--- src/rgbmg_pkg.sv ---
// ----------------------------------------------------------------------------
// rgbmg_pkg
// Shared types and constants of the max-channel gradient magnitude block.
// ----------------------------------------------------------------------------
package rgbmg_pkg;

    localparam int CHAN_W         = 8;
    localparam int MAG_W          = 8;
    localparam int FRAME_WIDTH_W  = 11;
    localparam int FRAME_HEIGHT_W = 13;
    localparam int CFG_DATA_W     = 13;
    localparam int CFG_INDEX_W    = 1;

    localparam int FRAME_WIDTH_RST  = 1024;
    localparam int FRAME_HEIGHT_RST = 1024;
    localparam int MAG_MAX          = 255;

    // configuration register indexes
    localparam logic [CFG_INDEX_W-1:0] REG_FRAME_WIDTH  = 1'b0;
    localparam logic [CFG_INDEX_W-1:0] REG_FRAME_HEIGHT = 1'b1;

    typedef struct packed {
        logic [CHAN_W-1:0] blue;
        logic [CHAN_W-1:0] green;
        logic [CHAN_W-1:0] red;
    } pixel_t;

    typedef struct packed {
        logic [MAG_W-1:0] magnitude;
        logic             frame_end;
    } result_t;

    // operand pairs of one magnitude: x pair, y pair, each optionally doubled
    typedef struct packed {
        pixel_t x_a;
        pixel_t x_b;
        logic   x_dbl;
        pixel_t y_a;
        pixel_t y_b;
        logic   y_dbl;
    } grad_op_t;

endpackage

--- src/rgbmg_grad.sv ---
// ----------------------------------------------------------------------------
// rgbmg_grad
// One gradient magnitude: max-channel absolute differences for x and y,
// optional doubling, sum saturated to 8 bits.
// ----------------------------------------------------------------------------
module rgbmg_grad
    import rgbmg_pkg::*;
(
    input  grad_op_t         op,
    output logic [MAG_W-1:0] magnitude
);

    function automatic logic [CHAN_W-1:0] abs_diff(logic [CHAN_W-1:0] a,
                                                   logic [CHAN_W-1:0] b);
        return (a > b) ? (a - b) : (b - a);
    endfunction

    function automatic logic [CHAN_W-1:0] max_diff(pixel_t a, pixel_t b);
        logic [CHAN_W-1:0] d_b;
        logic [CHAN_W-1:0] d_g;
        logic [CHAN_W-1:0] d_r;
        logic [CHAN_W-1:0] best;
        d_b  = abs_diff(a.blue, b.blue);
        d_g  = abs_diff(a.green, b.green);
        d_r  = abs_diff(a.red, b.red);
        best = (d_g > d_b) ? d_g : d_b;
        best = (d_r > best) ? d_r : best;
        return best;
    endfunction

    logic [CHAN_W-1:0] dx;
    logic [CHAN_W-1:0] dy;
    logic [CHAN_W:0]   gx;
    logic [CHAN_W:0]   gy;
    logic [CHAN_W+1:0] sum;

    always_comb
    begin
        dx  = max_diff(op.x_a, op.x_b);
        dy  = max_diff(op.y_a, op.y_b);
        gx  = op.x_dbl ? {dx, 1'b0} : {1'b0, dx};
        gy  = op.y_dbl ? {dy, 1'b0} : {1'b0, dy};
        sum = (CHAN_W+2)'(gx) + (CHAN_W+2)'(gy);
        if (sum > (CHAN_W+2)'(MAG_MAX))
        begin
            magnitude = MAG_W'(MAG_MAX);
        end
        else
        begin
            magnitude = sum[MAG_W-1:0];
        end
    end

endmodule

--- config.mk ---
export PLATFORM = sky130hd
export DESIGN_NAME = rgbmg_grad
export DESIGN_NICKNAME = d
export VERILOG_FILES = /design/src/rgbmg_pkg.sv /design/src/rgbmg_grad.sv
export SDC_FILE = /design/constraint.sdc
export NUM_CORES = 1
export LEC_CHECK = 0
export ABC_AREA = 1
export BUFFER_PORTS_ARGS = -buffer_cell sky130_fd_sc_hd__buf_2
export CORE_UTILIZATION = 54
export DETAILED_ROUTE_END_ITERATION = 10
export PLACE_DENSITY = 0.81
export SYNTH_ARGS = -nofsm -noshare
export SYNTH_HDL_FRONTEND = slang
export SYNTH_SLANG_ARGS = --single-unit
--- constraint.sdc ---
create_clock -name vclk -period 6.64
set_input_delay 0.332 -clock vclk [all_inputs]
set_output_delay 0.332 -clock vclk [all_outputs]
set_load 0.05 [all_outputs]
## After elaboration in Yosys (flattened, before gate mapping)

Cells that the tools add are included.

- $add $sub $neg: 13
- Magnitude comparators: 11
- Muxes and demuxes: 13

Operators with widths:

| kind | number |
|---|---|
| 8-bit subtractor | 12 |
| 8-bit 2-to-1 mux | 11 |
| 8-bit > comparator | 10 |
| 9-bit 2-to-1 mux | 2 |
| 9-bit by 9-bit adder with 10-bit output | 1 |
| 10-bit by 8-bit > comparator with 1-bit output (second input constant) | 1 |

- Register bits after elaboration: 0
- Input port bits: 98
- Output and inout port bits: 8
- Word-level logic and storage cells: 37

## Logic depth before layout (Yosys ltp)

Gate-level depths: netlist of the first run.

- Word-level depth: 10
- Mapped depth: 49
- Mapped depth without buffers: 48

## Least setup slack after synthesis of the first run

Ideal clock, no wire load.

- Kind: input to output
- Start: input op[33] in the netlist's numbering
- End: output magnitude[2]
- Arrival time: 7,253 ps
- Required time: 6,308 ps
- Slack: -945 ps
- Stages on the path: 45
- Path buffers: 1
- Path through: inv_1 ha_1 inv_1 fa_1 inv_1 nor2_1 a211oi_1 o21ai_1 a21oi_1 o21bai_1 nand2_1 inv_1 o21ai_1 xor2_1 inv_1 ha_1 nand2_1 nor2_1 [... 9 more ...] nand2_1 o211ai_1 nand2_1 inv_1 o21ai_0 nand2_1 o21ai_0 inv_1 fa_1 nor2_1 nor2_1 o21bai_1 a21oi_1 o21bai_1 a21oi_1 or3_1 a2111oi_2 o21ai_0

- Longest elaborated chain between the ends: 10
- Elaborated cells on any way between the ends: 12
- Those cells by class: 3 x add/sub; 4 x order compare; 5 x mux

Ends and longest elaborated chain:

| item | line | source |
|---|---|---|
| start, declared | rgbmg_grad.sv:9 | `input grad_op_t op,` |
| 8-bit subtractor or 8-bit > comparator (tied branches) | rgbmg_grad.sv:15 | `return (a > b) ? (a - b) : (b - a);` |
| 8-bit 2-to-1 mux * | rgbmg_grad.sv:15 |  |
| 8-bit > comparator | rgbmg_grad.sv:26 | `best = (d_g > d_b) ? d_g : d_b;` |
| 8-bit 2-to-1 mux * | rgbmg_grad.sv:26 |  |
| 8-bit > comparator | rgbmg_grad.sv:27 | `best = (d_r > best) ? d_r : best;` |
| 8-bit 2-to-1 mux * | rgbmg_grad.sv:27 |  |
| 9-bit 2-to-1 mux * | rgbmg_grad.sv:42 | `gy = op.y_dbl ? {dy, 1'b0} : {1'b0, dy};` |
| 9-bit by 9-bit adder with 10-bit output * | rgbmg_grad.sv:43 | `sum = (CHAN_W+2)'(gx) + (CHAN_W+2)'(gy);` |
| 10-bit by 8-bit > comparator with 1-bit output | rgbmg_grad.sv:44 | `if (sum > (CHAN_W+2)'(MAG_MAX))` |
| 8-bit 2-to-1 mux * | rgbmg_grad.sv:44 |  |
| end, declared | rgbmg_grad.sv:10 | `output logic [MAG_W-1:0] magnitude` |

Every way passes the cells marked *; elsewhere a longest branch is shown, timed or not.

## Worst setup path in the final report of the first run

- Start: input op[33] in the netlist's numbering
- End: output magnitude[4]

The elaborated chain is that of the path after synthesis.

==> impl_results.rst, run 1 <==
.. list-table::
   :header-rows: 1

   * - Metric
     - Value
   * - Final std cells w/o fill
     - 1322
   * - Antenna violation net count after detailed routing
     - 0
   * - Cell class contributing the biggest share of worst-path delay
     - compound AO/OA/AOI/OAI gates
   * - Vias per Instance
     - 5.48
   * - Detailed-route via count
     - 7250
   * - Longest individual stage delay on the worst path
     - 0.39 ns
   * - Starting density of the core
     - 56.3%
   * - Worst min path class
     - in -> out
   * - Final setup fails
     - 8
   * - Number of optimization iterations in the first detailed-route pass
     - 7
   * - Share of the synthesized area in the top cell type
     - 28.8%
   * - Final routed DRC violation total
     - 0
   * - Die Width
     - 103 microns
   * - Seq cells
     - 0
   * - Leading cell types in the layout, fill and taps excluded
     - 204 x sky130_fd_sc_hd__buf_4, 183 x sky130_fd_sc_hd__inv_1, 157 x sky130_fd_sc_hd__nand2_1
   * - Power density of the placed cells
     - 512 nW/um^2
   * - Fin. Hold Viols
     - 0
   * - Total wire length after detailed routing
     - 18800 microns
   * - Worst setup slack after layout
     - -1.18 ns
   * - Core area
     - 9860 sq um
   * - Combined buffer and inverter count along the critical path
     - 9
   * - Cell area reported after detailed placement
     - 7530 sq um
   * - Capture point of the critical path
     - magnitude[4]
   * - Leading cell type in the layout, fill and taps excluded
     - sky130_fd_sc_hd__buf_4
   * - Area contributors post-synth
     - sky130_fd_sc_hd__ha_1 29%, sky130_fd_sc_hd__inv_1 13%, sky130_fd_sc_hd__nand2_1 12%
   * - Synthesized net count
     - 1126
   * - Worst EP arrival
     - 7.49 ns
   * - Max-slew violation total from the final report
     - 0
   * - Number of rows created at floorplan
     - 36
   * - Area growth from synthesis to layout
     - 47.3%
   * - Number of instances in the synthesized netlist
     - 887
   * - Combined global-route utilization of all metal layers
     - 31.0%
   * - Standard cell with the maximum stage delay on the critical path
     - sky130_fd_sc_hd__or3_4
   * - Startpoint of the most critical setup path
     - op[33]
   * - Wire length of the first global-routing pass
     - 27600 microns
   * - Peak fanout along the critical path
     - 8
   * - Final nets
     - 1430
   * - Half-perimeter wire length of the detailed placement result
     - 12900 microns
   * - Number of antenna cells inserted
     - 0
   * - Total of buffers placed on input and output ports
     - 106
   * - Peak ir drop on the vdd network
     - 880 uV
   * - Average size of a mapped cell
     - 6.27 sq um
   * - Starting DRT DRC Count
     - 486
   * - Placement-stage worst setup slack
     - -0.597 ns
   * - Crit path launch type
     - primary input
   * - Static leakage power
     - 0.00482 uW
   * - I/O Pins
     - 106
   * - Top cell type by total area after synthesis
     - sky130_fd_sc_hd__ha_1
   * - Actual slew at the worst max-slew pin
     - 0.579 ns
   * - Hold Buf Count CTS
     - 0
   * - Initial antenna violation count
     - 0
   * - Total of warnings raised by yosys
     - 0
   * - Share of final-layout standard cells stronger than drive strength 1
     - 36.4%
   * - Layout Cell Area excl Fill
     - 8190 sq um
   * - Average wire per cell in the routed design
     - 14.2 microns
   * - Cell repeated most along the worst path
     - sky130_fd_sc_hd__nand2_1
   * - Class of the most critical setup path
     - in -> out
   * - Failing checks
     - setup timing
   * - Minimum clock period after layout
     - 7.82 ns
   * - Result of the run
     - finished, violations left
   * - Max Cap Violations
     - 0
   * - WP depth
     - 47
   * - CP Data Required Time
     - 6.31 ns
   * - Total die area
     - 10700 sq um
   * - Placer congestion estimate
     - 0.879
   * - Summed instance area of the synthesized netlist
     - 5560 sq um
   * - Clock Buffer Count
     - 0
   * - Placed Instances
     - 1276
   * - Via count of the first global-routing pass
     - 6846
   * - Library cells used by synthesis
     - 44
   * - Remaining global-route overflow
     - 0
   * - Post-synthesis sequential area ratio
     - 0%
   * - Kind of end point of the critical path
     - output pin
   * - Height of the die
     - 103 microns
   * - Maximum number of pins on one net before global-route repair
     - 12
   * - Sequential standard cell area
     - 0 sq um
   * - Setup repair after global routing missed its margin
     - yes
   * - Final core occ
     - 83.0%
   * - Tcrit/Tclk final
     - 118%
   * - Achievable frequency
     - 0.128 GHz
   * - Tightest slew margin relative to the limit
     - 61.0%
[through the flow]
step,hold WS [ns],power (uW),setup TNS (ns)
after floorplan,1.29,2130,-2.25
after global placement,1.46,3080,-2.41
after detailed placement,1.46,3160,-4.69
after CTS,1.37,3710,-2.66
after global routing,1.40,4470,-13.63
final,1.37,4190,-9.39
[metal layers]
layer / vias to the layer above / share of wire [%] / GRT usage (%) / routed length (microns)
met3: 119 / 6.8 / 2.55 / 1270
met2: 372 / 49 / 58.5 / 9140
met5: - / 0 / 0 / 0
li1: 3479 / - / - / -
met4: 0 / 5.1 / 9.64 / 952
met1: 3280 / 40 / 36.8 / 7440
[how the worst min path moves through the flow]
stage | from | slack, ns | to | depth (start not counted)
floorplan | op[49] | 1.29 | magnitude[0] | 5
global placement | op[49] | 1.46 | magnitude[0] | 6
detailed placement | op[49] | 1.46 | magnitude[0] | 6
CTS | op[49] | 1.37 | magnitude[0] | 6
global route | op[0] | 1.40 | magnitude[0] | 6
finish | op[0] | 1.37 | magnitude[0] | 6
[area by class of cell]
type | instances | area [sq um]
Fill cell | 609 | 1680
Inverter | 194 | 736
Multi-Input combinational cell | 681 | 5100
Tap cell | 133 | 166
Timing Repair Buffer | 314 | 2180
[report_power, final]
part           internal (uW)  leakage (uW)  switching (uW)
combinational           1830       0.00482            2360
clock                      0             0               0
sequential                 0             0               0
total                   1830       0.00482            2360
[repair_timing]
item	CTS	global route
setup endpoints to repair	8	8
gates resized for setup	59	36
gates cloned	2	0
setup buffers	37	7
pin swaps	40	25
[synth_stat cells (5+ instances only)]
master / count
sky130_fd_sc_hd__nand2_2: 12
sky130_fd_sc_hd__nor2_1: 33
sky130_fd_sc_hd__o21bai_1: 5
sky130_fd_sc_hd__ha_1: 128
sky130_fd_sc_hd__o21ai_0: 63
sky130_fd_sc_hd__a211oi_1: 5
sky130_fd_sc_hd__o21ai_1: 5
sky130_fd_sc_hd__nand2_1: 178
sky130_fd_sc_hd__a21oi_1: 75
sky130_fd_sc_hd__buf_2: 6
sky130_fd_sc_hd__nand4_1: 8
sky130_fd_sc_hd__xor2_1: 32
sky130_fd_sc_hd__nand3_1: 46
sky130_fd_sc_hd__mux2i_1: 11
sky130_fd_sc_hd__inv_1: 192
sky130_fd_sc_hd__nand3_2: 10
sky130_fd_sc_hd__o221ai_1: 6
sky130_fd_sc_hd__xnor2_1: 11
sky130_fd_sc_hd__fa_1: 13
[tightest hold or removal path, cell delays in order]
cell	delay, ns
sky130_fd_sc_hd__buf_2	0.17
sky130_fd_sc_hd__nor2_2	0.10
sky130_fd_sc_hd__ha_2	0.15
sky130_fd_sc_hd__inv_1	0.04
sky130_fd_sc_hd__nand2_2	0.08
sky130_fd_sc_hd__buf_6	0.16
[kinds of logic (layout without fill, tap and decap cells)]
logic type      Yosys count  in the layout  share of synthesized area [%]
mux                      11             11                           1.98
simple gates            305            306                           25.1
fa+ha+maj               141            141                           33.5
compound gates          180            180                           18.2
xor+xnor                 43             43                           6.78
buf+inv                 207            508                           14.5
(Power assumes the default switching activity.)
==> inputs of run 2 (changes only) <==
==> constraint.sdc (replaced) <==
create_clock -name vclk -period 6.75
set_input_delay 0.3375 -clock vclk [all_inputs]
set_output_delay 0.3375 -clock vclk [all_outputs]
set_load 0.05 [all_outputs]
==> run 2 against run 1 <==
  * The run still ends with setup timing left
  * Critical path depth down 1
  * Critical path type unchanged
  * Largest cell class unchanged
  * Die area unchanged
  * Routed wire length increased by 10%
  * Final area grew 0.20%
  * Sequential share of layout area did not move
  * Combinational power grew 10%
  * Core utilization rose by 0.16 points
  * First-iteration DRC count is 53% higher
==> impl_results.rst, run 2 (same netlist as run 1, synthesis figures left out) <==
.. list-table::
   :header-rows: 1

   * - Metric
     - Value
   * - Share of final-layout standard cells stronger than drive strength 1
     - 36.3%
   * - Sequential standard cell area
     - 0 sq um
   * - Maximum number of pins on one net before global-route repair
     - 12
   * - Power density of the placed cells
     - 562 nW/um^2
   * - Average wire per cell in the routed design
     - 15.8 microns
   * - Die Width
     - 103 microns
   * - Fin. Hold Viols
     - 0
   * - Wire length of the first global-routing pass
     - 25500 microns
   * - Static leakage power
     - 0.00478 uW
   * - Peak ir drop on the vdd network
     - 1040 uV
   * - Worst setup slack after layout
     - -1.55 ns
   * - Number of optimization iterations in the first detailed-route pass
     - 7
   * - Starting density of the core
     - 56.3%
   * - Antenna violation net count after detailed routing
     - 0
   * - Remaining global-route overflow
     - 0
   * - Seq cells
     - 0
   * - Failing checks
     - setup timing
   * - Combined buffer and inverter count along the critical path
     - 9
   * - Final setup fails
     - 8
   * - Tcrit/Tclk final
     - 123%
   * - Clock Buffer Count
     - 0
   * - CP Data Required Time
     - 6.41 ns
   * - Area growth from synthesis to layout
     - 47.6%
   * - Leading cell types in the layout, fill and taps excluded
     - 187 x sky130_fd_sc_hd__buf_4, 184 x sky130_fd_sc_hd__inv_1, 153 x sky130_fd_sc_hd__nand2_1
   * - Starting DRT DRC Count
     - 746
   * - Layout Cell Area excl Fill
     - 8200 sq um
   * - Kind of end point of the critical path
     - output pin
   * - Max-slew violation total from the final report
     - 0
   * - Class of the most critical setup path
     - in -> out
   * - Tightest slew margin relative to the limit
     - 59.6%
   * - Cell area reported after detailed placement
     - 7360 sq um
   * - Actual slew at the worst max-slew pin
     - 0.599 ns
   * - Startpoint of the most critical setup path
     - op[41]
   * - Initial antenna violation count
     - 0
   * - Worst EP arrival
     - 7.96 ns
   * - Final nets
     - 1416
   * - Total of buffers placed on input and output ports
     - 106
   * - WP depth
     - 46
   * - Cell repeated most along the worst path
     - sky130_fd_sc_hd__nand2_1
   * - Total die area
     - 10700 sq um
   * - Number of antenna cells inserted
     - 0
   * - Placer congestion estimate
     - 0.885
   * - Max Cap Violations
     - 0
   * - Combined global-route utilization of all metal layers
     - 28.7%
   * - Total wire length after detailed routing
     - 20700 microns
   * - Half-perimeter wire length of the detailed placement result
     - 12500 microns
   * - Cell class contributing the biggest share of worst-path delay
     - simple AND/OR/NAND/NOR gates
   * - Crit path launch type
     - primary input
   * - Result of the run
     - finished, violations left
   * - Vias per Instance
     - 5.71
   * - Worst min path class
     - in -> out
   * - Hold Buf Count CTS
     - 0
   * - Leading cell type in the layout, fill and taps excluded
     - sky130_fd_sc_hd__buf_4
   * - Longest individual stage delay on the worst path
     - 0.47 ns
   * - Capture point of the critical path
     - magnitude[2]
   * - Setup repair after global routing missed its margin
     - yes
   * - Final routed DRC violation total
     - 0
   * - Standard cell with the maximum stage delay on the critical path
     - sky130_fd_sc_hd__fa_1
   * - Height of the die
     - 103 microns
   * - Core area
     - 9860 sq um
   * - Achievable frequency
     - 0.121 GHz
   * - Overall power after layout
     - 4610 uW
   * - I/O Pins
     - 106
   * - Number of rows created at floorplan
     - 36
   * - Detailed-route via count
     - 7471
   * - Peak fanout along the critical path
     - 8
   * - Via count of the first global-routing pass
     - 6324
   * - Minimum clock period after layout
     - 8.30 ns
-- run 2: cell count changes in the layout (fill, tap and decap cells not counted), sizes merged --
cell / delta
buf: -13
nand2: -1
-- run 2: layout make-up --
cell class / count / area [sq um]
fill: 583 / 1660
inverter: 194 / 733
multi-input combinational: 680 / 5190
tap: 133 / 166
timing repair buffer: 301 / 2110
-- run 2: what timing repair did --
item,CTS,global route
buffers inserted,39,14
cloned,1,0
setup endpoints to repair,8,8
resized for setup,46,62
endpoints found under the hold margin,0,0
pin swaps,25,41
-- run 2: worst min path at each step --
stage	from	to	slack (ns)	depth (start not counted)
2_1_floorplan	op[49]	magnitude[0]	1.30	5
3_3_place_gp	op[49]	magnitude[0]	1.47	6
3_5_place_dp	op[49]	magnitude[0]	1.47	6
4_1_cts	op[49]	magnitude[0]	1.38	6
5_1_grt	op[0]	magnitude[0]	1.43	6
6_report	op[0]	magnitude[0]	1.42	6
-- run 2: stage by stage --
stage          setup TNS [ns]  cells  setup WS (ns)  hold WS [ns]  utilization, %
2_1_floorplan           -1.46    887         -0.203          1.30               -
3_3_place_gp            -1.49   1254         -0.194          1.47            74.6
3_5_place_dp            -4.32   1254         -0.549          1.47            74.6
4_1_cts                 -2.06   1294         -0.276          1.38            79.4
5_1_grt                -15.65   1308          -1.98          1.43            83.2
6_report               -12.18   1308          -1.55          1.42            83.2
-- run 2: where the power goes --
group          switching [uW]  internal [uW]
registers                   0              0
logic                    2580           2040
clock network               0              0
-- run 2: metal layers --
metal / up-vias / track usage, % / part of all wire, %
met5: - / 0 / 0
met4: 0 / 9.97 / 7.3
met3: 191 / 2.28 / 9.3
met2: 531 / 52.6 / 47
met1: 3293 / 35.2 / 37
li1: 3456 / - / -
==> inputs of run 3 (changes only) <==
==> constraint.sdc (replaced) <==
create_clock -name vclk -period 6.75
set_input_delay 0.3375 -clock vclk [all_inputs]
set_output_delay 0.3375 -clock vclk [all_outputs]
set_load 0.02 [all_outputs]
==> run 3 against run 2 <==
  * Cell count up 0.31%
  * Final area increased by 0.75%
  * Critical endpoint unchanged
  * Setup slack improved by 0.60 ns
  * Count of clock-buffer cells in the layout unchanged
  * Global-route usage decreased by 0.091 points
  * The flow still finishes with violations (setup timing)
==> impl_results.rst, run 3 (same netlist as run 1, synthesis figures left out) <==
.. list-table::
   :header-rows: 1

   * - Metric
     - Value
   * - Crit path launch type
     - primary input
   * - Maximum number of pins on one net before global-route repair
     - 12
   * - Overall power after layout
     - 4030 uW
   * - Core area
     - 9860 sq um
   * - Detailed-route via count
     - 7092
   * - Half-perimeter wire length of the detailed placement result
     - 12500 microns
   * - Number of rows created at floorplan
     - 36
   * - Vias per Instance
     - 5.41
   * - Leading cell types in the layout, fill and taps excluded
     - 194 x sky130_fd_sc_hd__buf_4, 181 x sky130_fd_sc_hd__inv_1, 152 x sky130_fd_sc_hd__nand2_1
   * - Starting DRT DRC Count
     - 400
   * - Kind of end point of the critical path
     - output pin
   * - Final setup fails
     - 8
   * - Total wire length after detailed routing
     - 18800 microns
   * - Fin. Hold Viols
     - 0
   * - CP Data Required Time
     - 6.41 ns
   * - Placed Instances
     - 1265
   * - Number of antenna cells inserted
     - 0
   * - Wire length of the first global-routing pass
     - 25400 microns
   * - Static leakage power
     - 0.00481 uW
   * - Cell class contributing the biggest share of worst-path delay
     - compound AO/OA/AOI/OAI gates
   * - Antenna violation net count after detailed routing
     - 0
   * - Placement-stage worst setup slack
     - -0.577 ns
   * - Area growth from synthesis to layout
     - 48.7%
   * - Combined global-route utilization of all metal layers
     - 28.6%
   * - Average wire per cell in the routed design
     - 14.4 microns
   * - Setup repair after global routing missed its margin
     - yes
   * - Cell repeated most along the worst path
     - sky130_fd_sc_hd__nand2_2
   * - Worst setup slack after layout
     - -0.951 ns
   * - Class of the most critical setup path
     - in -> out
   * - WP depth
     - 48
   * - Starting density of the core
     - 56.3%
   * - Startpoint of the most critical setup path
     - op[33]
   * - Via count of the first global-routing pass
     - 6360
   * - Failing checks
     - setup timing
   * - Placer congestion estimate
     - 0.886
   * - Actual slew at the worst max-slew pin
     - 0.481 ns
   * - Clock Buffer Count
     - 0
   * - Standard cell with the maximum stage delay on the critical path
     - sky130_fd_sc_hd__a2111oi_4
   * - Capture point of the critical path
     - magnitude[2]
   * - Tcrit/Tclk final
     - 114%
   * - Achievable frequency
     - 0.130 GHz
   * - Final routed DRC violation total
     - 0
   * - Total of buffers placed on input and output ports
     - 106
   * - Worst min path class
     - in -> out
   * - Peak fanout along the critical path
     - 8
   * - Final nets
     - 1420
   * - Final std cells w/o fill
     - 1312
   * - Worst EP arrival
     - 7.36 ns
   * - Remaining global-route overflow
     - 0
   * - Result of the run
     - finished, violations left
   * - Max Cap Violations
     - 0
   * - Total die area
     - 10700 sq um
   * - I/O Pins
     - 106
   * - Height of the die
     - 103 microns
   * - Sequential standard cell area
     - 0 sq um
   * - Combined buffer and inverter count along the critical path
     - 10
   * - Max-slew violation total from the final report
     - 0
   * - TNS Setup
     - -7.31 ns
   * - Leading cell type in the layout, fill and taps excluded
     - sky130_fd_sc_hd__buf_4
   * - Power density of the placed cells
     - 488 nW/um^2
   * - Die Width
     - 103 microns
   * - Peak ir drop on the vdd network
     - 645 uV
   * - Initial antenna violation count
     - 0
   * - Seq cells
     - 0
   * - Min-Delay Startpoint
     - op[0]
   * - Longest individual stage delay on the worst path
     - 0.40 ns
   * - Tightest slew margin relative to the limit
     - 67.0%
   * - Minimum clock period after layout
     - 7.70 ns
   * - Share of final-layout standard cells stronger than drive strength 1
     - 37.4%
   * - Number of optimization iterations in the first detailed-route pass
     - 5
[run 3: changes by cell type in the layout (fill, tap and decap cells not counted), moves of 3 or more]
cell	delta
sky130_fd_sc_hd__buf_4	+7
sky130_fd_sc_hd__ha_1	+3
sky130_fd_sc_hd__buf_8	-5
sky130_fd_sc_hd__inv_1	-3
sky130_fd_sc_hd__o21ai_1	-4
sky130_fd_sc_hd__o21ai_2	+4
sky130_fd_sc_hd__ha_4	-3
[run 3: worst min path at each step]
stage / slack (ns) / cells past startpoint / to
detailed placement: 1.39 / 6 / magnitude[0]
finish: 1.44 / 6 / magnitude[0]
global placement: 1.39 / 6 / magnitude[0]
CTS: 1.34 / 6 / magnitude[0]
floorplan: 1.19 / 5 / magnitude[0]
global route: 1.45 / 6 / magnitude[0]
[run 3: per-layer routing]
| metal | global-route usage (%) | part of all wire [%] |
|---|---|---|
| met1 | 34.5 | 40 |
| met5 | 0 | 0 |
| met4 | 7.58 | 3.4 |
| met3 | 1.55 | 5.9 |
| met2 | 54.7 | 51 |
[run 3: what timing repair did]
item | CTS | global route
cloned | 1 | 0
buffers inserted | 31 | 15
pin swaps | 21 | 49
hold buffers | 0 | 0
endpoints found under the hold margin | 0 | 0
resized for setup | 58 | 67
setup endpoints to repair | 8 | 8
[run 3: per-stage QoR]
stage / hold slack (ns) / cell area [sq um] / utilization (%)
2_1_floorplan: 1.19 / 5720 / -
3_3_place_gp: 1.39 / 7450 / 75.6
3_5_place_dp: 1.39 / 7450 / 75.6
4_1_cts: 1.34 / 7890 / 80.0
5_1_grt: 1.45 / 8260 / 83.8
6_report: 1.44 / 8260 / 83.8
[run 3: power by group]
| part | switching (uW) | internal, uW | total [uW] |
|---|---|---|---|
| clock network | 0 | 0 | 0 |
| registers | 0 | 0 | 0 |
| logic | 2110 | 1930 | 4030 |
[run 3: layout make-up]
| cell class | instances | area (sq um) |
|---|---|---|
| inverters | 194 | 746 |
| well taps | 133 | 166 |
| multi-input cells | 681 | 5250 |
| fillers | 568 | 1600 |
| repair buffers | 304 | 2110 |
